File: config.mk
export PLATFORM = sky130hd
export DESIGN_NAME = largest_prime_in_stream_top
export DESIGN_NICKNAME = d
export VERILOG_FILES = /design/src/sv/lpis_pkg.sv /design/src/sv/lpis_ctrl.sv /design/src/sv/lpis_dp.sv /design/src/sv/largest_prime_in_stream_top.sv
export SDC_FILE = /design/constraint.sdc
export NUM_CORES = 1
export LEC_CHECK = 0
export ABC_AREA = 1
export BUFFER_PORTS_ARGS = -buffer_cell sky130_fd_sc_hd__buf_2
export CAP_MARGIN = 20
export CORE_ASPECT_RATIO = 1.25
export CORE_MARGIN = 8
export CORE_UTILIZATION = 35
export DETAILED_ROUTE_END_ITERATION = 7
export SYNTH_ARGS = -nofsm -noshare
export SYNTH_HDL_FRONTEND = slang
export SYNTH_SLANG_ARGS = --single-unit
File: constraint.sdc
create_clock -name aclk -period 3.9 [get_ports aclk]
set_input_delay 0.195 -clock aclk [delete_from_list [all_inputs] [get_ports aclk]]
set_output_delay 0.195 -clock aclk [all_outputs]
set_load 0.03 [all_outputs]
File: src/sv/lpis_pkg.sv
// Shared constants, types and controller codes for the largest-prime stream block.
package lpis_pkg;

    // Width of one signed input value and of the result value.
    localparam int VALUE_WIDTH = 16;
    // Stream data width: the value padded to whole bytes.
    localparam int TDATA_WIDTH = ((VALUE_WIDTH + 7) / 8) * 8;
    // Bit index into a value for the serial remainder unit.
    localparam int BIT_IDX_WIDTH = $clog2(VALUE_WIDTH);

    // The first trial divisor and its square.
    localparam logic [VALUE_WIDTH-1:0] FIRST_DIVISOR = VALUE_WIDTH'(2);
    localparam logic [VALUE_WIDTH:0]   FIRST_SQUARE  = (VALUE_WIDTH + 1)'(4);
    // Result value when a sequence holds no prime: -1.
    localparam logic [VALUE_WIDTH-1:0] NO_PRIME_VALUE = '1;

    // Controller states.
    typedef enum logic [2:0] {
        ST_IDLE,
        ST_CHECK,
        ST_MOD,
        ST_TEST,
        ST_FINISH
    } lpis_state_t;

    // Commands from the controller to the datapath.
    typedef struct packed {
        logic load;       // take a new request into the datapath
        logic mod_start;  // clear the remainder and start a new division
        logic mod_step;   // one bit of the restoring remainder
        logic next_div;   // advance to the next trial divisor
        logic mark_prime; // the value under test is prime
        logic commit;     // fold the verdict into the running maximum
    } lpis_cmd_t;

    // Status from the datapath to the controller.
    typedef struct packed {
        logic n_le1;    // value is one, zero or negative
        logic sq_gt_n;  // square of the divisor exceeds the value
        logic mod_last; // the remainder unit is on its final bit
        logic rem_zero; // the divisor divides the value
        logic last;     // the request closes a sequence
        logic out_free; // the output register can take a result
    } lpis_status_t;

endpackage

File: src/sv/lpis_ctrl.sv
// Controller state machine that sequences trial division for each request.
module lpis_ctrl
    import lpis_pkg::*;
(
    input  logic         aclk,
    input  logic         aresetn,
    input  logic         in_valid,
    output logic         in_ready,
    input  lpis_status_t status,
    output lpis_cmd_t    cmd
);

    lpis_state_t state_reg;
    lpis_state_t state_next;

    // State register.
    always_ff @(posedge aclk) begin
        if (!aresetn) begin
            state_reg <= ST_IDLE;
        end else begin
            state_reg <= state_next;
        end
    end

    // Next state.
    always_comb begin
        state_next = state_reg;
        unique case (state_reg)
            ST_IDLE: begin
                if (in_valid) begin
                    state_next = ST_CHECK;
                end
            end
            ST_CHECK: begin
                priority if (status.n_le1 || status.sq_gt_n) begin
                    state_next = ST_FINISH;
                end else begin
                    state_next = ST_MOD;
                end
            end
            ST_MOD: begin
                if (status.mod_last) begin
                    state_next = ST_TEST;
                end
            end
            ST_TEST: begin
                if (status.rem_zero) begin
                    state_next = ST_FINISH;
                end else begin
                    state_next = ST_CHECK;
                end
            end
            ST_FINISH: begin
                if (!status.last || status.out_free) begin
                    state_next = ST_IDLE;
                end
            end
            default: begin
                state_next = ST_IDLE;
            end
        endcase
    end

    // Outputs.
    always_comb begin
        cmd      = '0;
        in_ready = 1'b0;
        unique case (state_reg)
            ST_IDLE: begin
                in_ready = 1'b1;
                cmd.load = in_valid;
            end
            ST_CHECK: begin
                priority if (status.n_le1) begin
                    cmd.mark_prime = 1'b0;
                end else if (status.sq_gt_n) begin
                    cmd.mark_prime = 1'b1;
                end else begin
                    cmd.mod_start = 1'b1;
                end
            end
            ST_MOD: begin
                cmd.mod_step = 1'b1;
            end
            ST_TEST: begin
                cmd.next_div = !status.rem_zero;
            end
            ST_FINISH: begin
                cmd.commit = !status.last || status.out_free;
            end
            default: begin
                cmd = '0;
            end
        endcase
    end

endmodule

File: src/sv/lpis_dp.sv
// Datapath: value and divisor registers, serial remainder unit, running maximum, output register.
module lpis_dp
    import lpis_pkg::*;
(
    input  logic                   aclk,
    input  logic                   aresetn,
    input  lpis_cmd_t              cmd,
    output lpis_status_t           status,
    input  logic [VALUE_WIDTH-1:0] in_value,
    input  logic                   in_last,
    output logic                   out_valid,
    input  logic                   out_ready,
    output logic [VALUE_WIDTH-1:0] out_value,
    output logic                   out_found
);

    logic [VALUE_WIDTH-1:0]   n_reg;
    logic                     last_reg;
    logic [VALUE_WIDTH-1:0]   d_reg,  d_next;
    logic [VALUE_WIDTH:0]     sq_reg, sq_next;
    logic [VALUE_WIDTH-1:0]   rem_reg, rem_next;
    logic [BIT_IDX_WIDTH-1:0] cnt_reg, cnt_next;
    logic                     verdict_reg, verdict_next;
    logic [VALUE_WIDTH-1:0]   best_reg, best_next;
    logic                     have_reg, have_next;
    logic [VALUE_WIDTH-1:0]   out_value_reg, out_value_next;
    logic                     out_found_reg, out_found_next;
    logic                     out_valid_reg, out_valid_next;

    logic [VALUE_WIDTH:0]     shifted;
    logic                     is_better;
    logic [VALUE_WIDTH-1:0]   best_upd;
    logic                     have_upd;
    logic                     emit;

    // Status toward the controller.
    always_comb begin
        status.n_le1    = n_reg[VALUE_WIDTH-1] || (n_reg[VALUE_WIDTH-1:1] == '0);
        status.sq_gt_n  = sq_reg > {1'b0, n_reg};
        status.mod_last = (cnt_reg == '0);
        status.rem_zero = (rem_reg == '0);
        status.last     = last_reg;
        status.out_free = !out_valid_reg || out_ready;
    end

    // Restoring remainder, one dividend bit per step, most significant first.
    always_comb begin
        shifted  = {rem_reg, n_reg[cnt_reg]};
        rem_next = rem_reg;
        cnt_next = cnt_reg;
        if (cmd.mod_start) begin
            rem_next = '0;
            cnt_next = BIT_IDX_WIDTH'(VALUE_WIDTH - 1);
        end else if (cmd.mod_step) begin
            if (shifted >= {1'b0, d_reg}) begin
                rem_next = VALUE_WIDTH'(shifted - {1'b0, d_reg});
            end else begin
                rem_next = shifted[VALUE_WIDTH-1:0];
            end
            cnt_next = cnt_reg - 1'b1;
        end
    end

    // Trial divisor and its square; (d+1)^2 = d^2 + 2d + 1.
    always_comb begin
        d_next  = d_reg;
        sq_next = sq_reg;
        if (cmd.load) begin
            d_next  = FIRST_DIVISOR;
            sq_next = FIRST_SQUARE;
        end else if (cmd.next_div) begin
            d_next  = d_reg + 1'b1;
            sq_next = sq_reg + {d_reg, 1'b1};
        end
    end

    // Verdict on the value under test.
    always_comb begin
        verdict_next = verdict_reg;
        if (cmd.load) begin
            verdict_next = 1'b0;
        end else if (cmd.mark_prime) begin
            verdict_next = 1'b1;
        end
    end

    // Running maximum and the result for a closing request.
    always_comb begin
        is_better      = verdict_reg && (!have_reg || (n_reg > best_reg));
        best_upd       = is_better ? n_reg : best_reg;
        have_upd       = have_reg || verdict_reg;
        emit           = cmd.commit && last_reg;
        best_next      = best_reg;
        have_next      = have_reg;
        out_value_next = out_value_reg;
        out_found_next = out_found_reg;
        out_valid_next = out_valid_reg && !out_ready;
        if (emit) begin
            best_next      = '0;
            have_next      = 1'b0;
            out_value_next = have_upd ? best_upd : NO_PRIME_VALUE;
            out_found_next = have_upd;
            out_valid_next = 1'b1;
        end else if (cmd.commit) begin
            best_next = best_upd;
            have_next = have_upd;
        end
    end

    // Control registers.
    always_ff @(posedge aclk) begin
        if (!aresetn) begin
            have_reg      <= 1'b0;
            best_reg      <= '0;
            out_valid_reg <= 1'b0;
            verdict_reg   <= 1'b0;
            cnt_reg       <= '0;
        end else begin
            have_reg      <= have_next;
            best_reg      <= best_next;
            out_valid_reg <= out_valid_next;
            verdict_reg   <= verdict_next;
            cnt_reg       <= cnt_next;
        end
    end

    // Payload registers.
    always_ff @(posedge aclk) begin
        if (cmd.load) begin
            n_reg    <= in_value;
            last_reg <= in_last;
        end
        d_reg         <= d_next;
        sq_reg        <= sq_next;
        rem_reg       <= rem_next;
        out_value_reg <= out_value_next;
        out_found_reg <= out_found_next;
    end

    assign out_valid = out_valid_reg;
    assign out_value = out_value_reg;
    assign out_found = out_found_reg;

`ifndef SYNTH
    // A result is never written over one that has not been taken.
    a_no_overwrite: assert property (@(posedge aclk) disable iff (!aresetn)
        (cmd.commit && last_reg) |-> (!out_valid_reg || out_ready))
        else $error("result overwritten before it was taken");

    // Without a prime the result value is -1.
    a_none_value: assert property (@(posedge aclk) disable iff (!aresetn)
        (out_valid_reg && !out_found_reg) |-> (out_value_reg == NO_PRIME_VALUE))
        else $error("primeless result is not -1");

    // A reported prime is positive.
    a_prime_positive: assert property (@(posedge aclk) disable iff (!aresetn)
        (out_valid_reg && out_found_reg) |-> !out_value_reg[VALUE_WIDTH-1])
        else $error("reported prime is negative");

    // A division starts at the top bit of the value.
    a_mod_start: assert property (@(posedge aclk) disable iff (!aresetn)
        cmd.mod_start |=> (cnt_reg == BIT_IDX_WIDTH'(VALUE_WIDTH - 1)) && (rem_reg == '0))
        else $error("remainder unit did not restart");
`endif

endmodule

File: src/sv/largest_prime_in_stream_top.sv
// Top level of the largest-prime stream block: controller and datapath.
//
// Each request carries one signed value and a last flag; the block tests the value for
// primality by trial division and keeps the largest prime of the current sequence. On
// a request with last set it delivers one result, the largest prime with found set in
// tuser, or -1 with found clear, and starts a new sequence. Trial divisors run from 2
// up to the square root of the value, and stop early when a divisor is found; each
// trial runs on the bit-serial remainder unit, which retires one dividend bit per cycle.
// A waiting result sits in an output register, so new requests are taken while it is
// pending.
module largest_prime_in_stream_top
    import lpis_pkg::*;
(
    input  logic                   aclk,
    input  logic                   aresetn,
    input  logic                   s_axis_tvalid,
    output logic                   s_axis_tready,
    input  logic [TDATA_WIDTH-1:0] s_axis_tdata,  // [VALUE_WIDTH-1:0] value, rest zero
    input  logic                   s_axis_tlast,
    output logic                   m_axis_tvalid,
    input  logic                   m_axis_tready,
    output logic [TDATA_WIDTH-1:0] m_axis_tdata,  // [VALUE_WIDTH-1:0] largest_prime, rest zero
    output logic                   m_axis_tuser   // [0] found
);

    lpis_cmd_t              cmd;
    lpis_status_t           status;
    logic [VALUE_WIDTH-1:0] out_value;

    // Sequencer.
    lpis_ctrl u_ctrl (
        .aclk     (aclk),
        .aresetn  (aresetn),
        .in_valid (s_axis_tvalid),
        .in_ready (s_axis_tready),
        .status   (status),
        .cmd      (cmd)
    );

    // Arithmetic and storage.
    lpis_dp u_dp (
        .aclk      (aclk),
        .aresetn   (aresetn),
        .cmd       (cmd),
        .status    (status),
        .in_value  (s_axis_tdata[VALUE_WIDTH-1:0]),
        .in_last   (s_axis_tlast),
        .out_valid (m_axis_tvalid),
        .out_ready (m_axis_tready),
        .out_value (out_value),
        .out_found (m_axis_tuser)
    );

    // Pad the result value to the stream width.
    assign m_axis_tdata = TDATA_WIDTH'(out_value);

endmodule
==> metrics.yaml <==
critical_path:
  reg2reg_depth: 14
  timing.rr.end: "u_dp.rem_reg[9]"
  arrival_ns: 3.34
  endpoint_kind: "register"
  reg2reg_from: "u_dp.cnt_reg[0]"
  rrSetupSlack_ns: 0.86
  crit_fanout: 17
  critical_path_class: "reg2reg"
  required_ns: 4.20
  startpoint_type: "register"
timing:
  finalCriticalPeriod_ns: 3.036
  setup_violations: 0
  drv_slew: 0
  timing.fmax_mhz: 329.4
  fin_tns_setup_ns: 0
  fin_hold_ws_ns: 0.009264
  slew_headroom_pct: 40.56
  fin_crit_sh_pct: 77.84
  hold_viol_final: 0
  rsz0062_at_grt: "no"
  worst_slew_pin_slew_ns: 0.8894
  finalClockSkew_ns: 0.007056
worst_hold_path:
  worstHoldPathCells: 1
  hold_class: "in2reg"
  worstHoldStart: "s_axis_tdata[1]"
  hold_end: "u_dp.n_reg[1]"
clocking:
  ctsResizeCount: 0
  path_clk_slew_ns: 0.08
  insertion_delay_ns: 0.36
  cts_tree: "yes"
  cts.sink_count: 109
  cts_buffers: 9
  postCtsSetupBuffers: 0
  cts.htree.levels: 3
  cts-root-buf: "clkbuf_16"
  clockBufferDepth: 2
power_and_ir_drop:
  p_leak_nw: 3.637
  peakVddDrop_uv: 329.5
  power_density_mw_per_mm2: 605.4
final_layout:
  fin_cells: 1328
  syn2layout_area_growth_pct: 10.70
  largest_reg_flops: 17
  layout.nets: 1137
  final_layout_size_suffix_gt1_share_pct: 8.159
  regArea_mm2: 0.002522
  multi_input_area_mm2: 0.004066
  post-route-util_pct: 39.13
  fillers: 2199
  antenna_cells: 0
  fin_area_mm2: 0.008089
floorplanning:
  row_count: 59
  core-area_mm2: 0.02067
  die_y_um: 177.5
  dieArea_mm2: 0.02579
  start_util_pct: 35.35
  io_pins: 40
  dieWidth_um: 145.2
placement:
  dp_hpwl_um: 14940
  placed_cell_area_mm2: 0.007727
  place_congestion: 0.9086
  numPortBuffers: 39
  placedCellCount: 1305
yosys:
  synth-seq-cells: 109
  yosysWarnings: 0
  synth.distinct_cells: 44
  synth_nets: 1102
  syn_inst: 1014
  synth_flop_cell: "dfxtp_1"
  ys_seq_area_share_pct: 34.52
  syn_area_per_cell_um2: 7.206
  synth-edff-count: 34
  netlist_area_mm2: 0.007307
  synthArstFlopShare_pct: 0
grt:
  antenna_found_initial: 0
  grt_pass1_wl_um: 31830
  grt_max_degree: 41
  grt_use_total_pct: 15.18
  grt_pass1_vias: 6540
  grt_overflow: 0
drt:
  num_vias: 6627
  wl_per_cell_um: 14.61
  viasPerCell: 4.990
  dr.pass1.iters: 5
  wl_um: 19410
  remaining_drc_errors: 0
  initialDrtViolationCount: 326
  final_antenna_net_count: 0
status:
  status: "finished, final reports clean"
job:
  max_cap_viol_count: 0
per-layer routing:
layer	part of all wire, %	track usage (%)	vias to the layer above
met3	3.2	2.526	34
met2	52	28.94	108
li1	-	-	3451
met4	3.0	7.171	0
met1	42	16.02	3034
met5	0	0	-
power by group:
part           switching (mW)  total [mW]  internal [mW]  leakage [nW]
clock network           0.435       0.930          0.495         0.145
registers               0.169        1.51           1.34         0.901
logic                    1.61        2.45          0.847          2.59
cells in the mapped netlist (3+ instances only):
cell type / n / share of area [%]
ha_1: 65 / 11
inv_1: 151 / 7.8
nand2_2: 10 / 0.86
xor2_1: 12 / 1.4
nor4_1: 3 / 0.26
a21oi_1: 92 / 6.3
o21ai_1: 3 / 0.21
dfxtp_1: 75 / 21
nand4_1: 16 / 1.4
o21a_1: 4 / 0.41
nor3_1: 17 / 1.2
buf_2: 7 / 0.48
o211ai_1: 4 / 0.41
buf_4: 6 / 0.62
clkbuf_1: 10 / 0.51
xnor2_1: 11 / 1.3
nand2_1: 214 / 11
nor2_1: 63 / 3.2
nand3_1: 135 / 9.2
o21ai_0: 41 / 2.8
o21bai_1: 4 / 0.41
edfxtp_1: 34 / 14
a31oi_1: 4 / 0.34
cell usage in the layout, fill, tap and decap left out, drive strengths merged, types with 17 or more instances in the layout:
master  count
edfxtp     34
ha         65
nand3     137
nor3       19
nor2       65
nand4      17
nand2     226
o21ai      46
a21oi      94
dfxtp      75
inv       153
buf        42
metrics by stage:
step	worst slack (ns)	power (mW)
CTS	0.9131	4.911
finish	0.8643	4.897
global route	0.5679	5.293
global placement	1.052	3.950
detailed placement	0.9026	3.959
floorplan	1.485	3.441
layout make-up:
class                      count  area share (%)
clock buffer                   9           2.784
sequential                   109           31.18
timing repair buffer          49           3.558
clock inverter                 7          0.8198
multi-input combinational    726           50.27
tap                          274           4.238
inverter                     154           7.146
worst max-delay path: stages (launching register included):
cell      delay [ns]
dfxtp_1         0.55
inv_1           0.16
o311ai_0        0.35
nand3_1         0.12
nand2_1         0.15
ha_1            0.26
nand2_1         0.07
nor3_1          0.05
nand2_1         0.07
a21oi_2         0.06
nor3_4          0.57
nand2_4         0.26
nand2_1         0.14
nand3_1         0.07
nand2_1         0.08
repair_timing:
item / CTS / global route
endpoints found under the setup margin: 0 / 0
hold endpoints to repair: 7 / 0
hold buffers: 7 / 0
how the worst max path moves through the flow:
| stage | start | end |
|---|---|---|
| 2_1_floorplan | u_dp.cnt_reg[0] | u_dp.rem_reg[10] |
| 3_3_place_gp | u_dp.cnt_reg[0] | u_dp.rem_reg[9] |
| 3_5_place_dp | u_dp.cnt_reg[0] | u_dp.rem_reg[9] |
| 4_1_cts | u_dp.cnt_reg[0] | u_dp.rem_reg[9] |
| 5_1_grt | u_dp.cnt_reg[0] | u_dp.rem_reg[9] |
| 6_report | u_dp.cnt_reg[0] | u_dp.rem_reg[9] |
kinds of logic after synthesis:
group / count (synthesis) / synth area share, %
compound gates: 166 / 12.52
xor+xnor: 23 / 2.757
fa+ha+maj: 67 / 11.68
buf+inv: 179 / 9.829
flops: 109 / 34.52
simple gates: 470 / 28.70
Power figures use the tool's default switching activity.
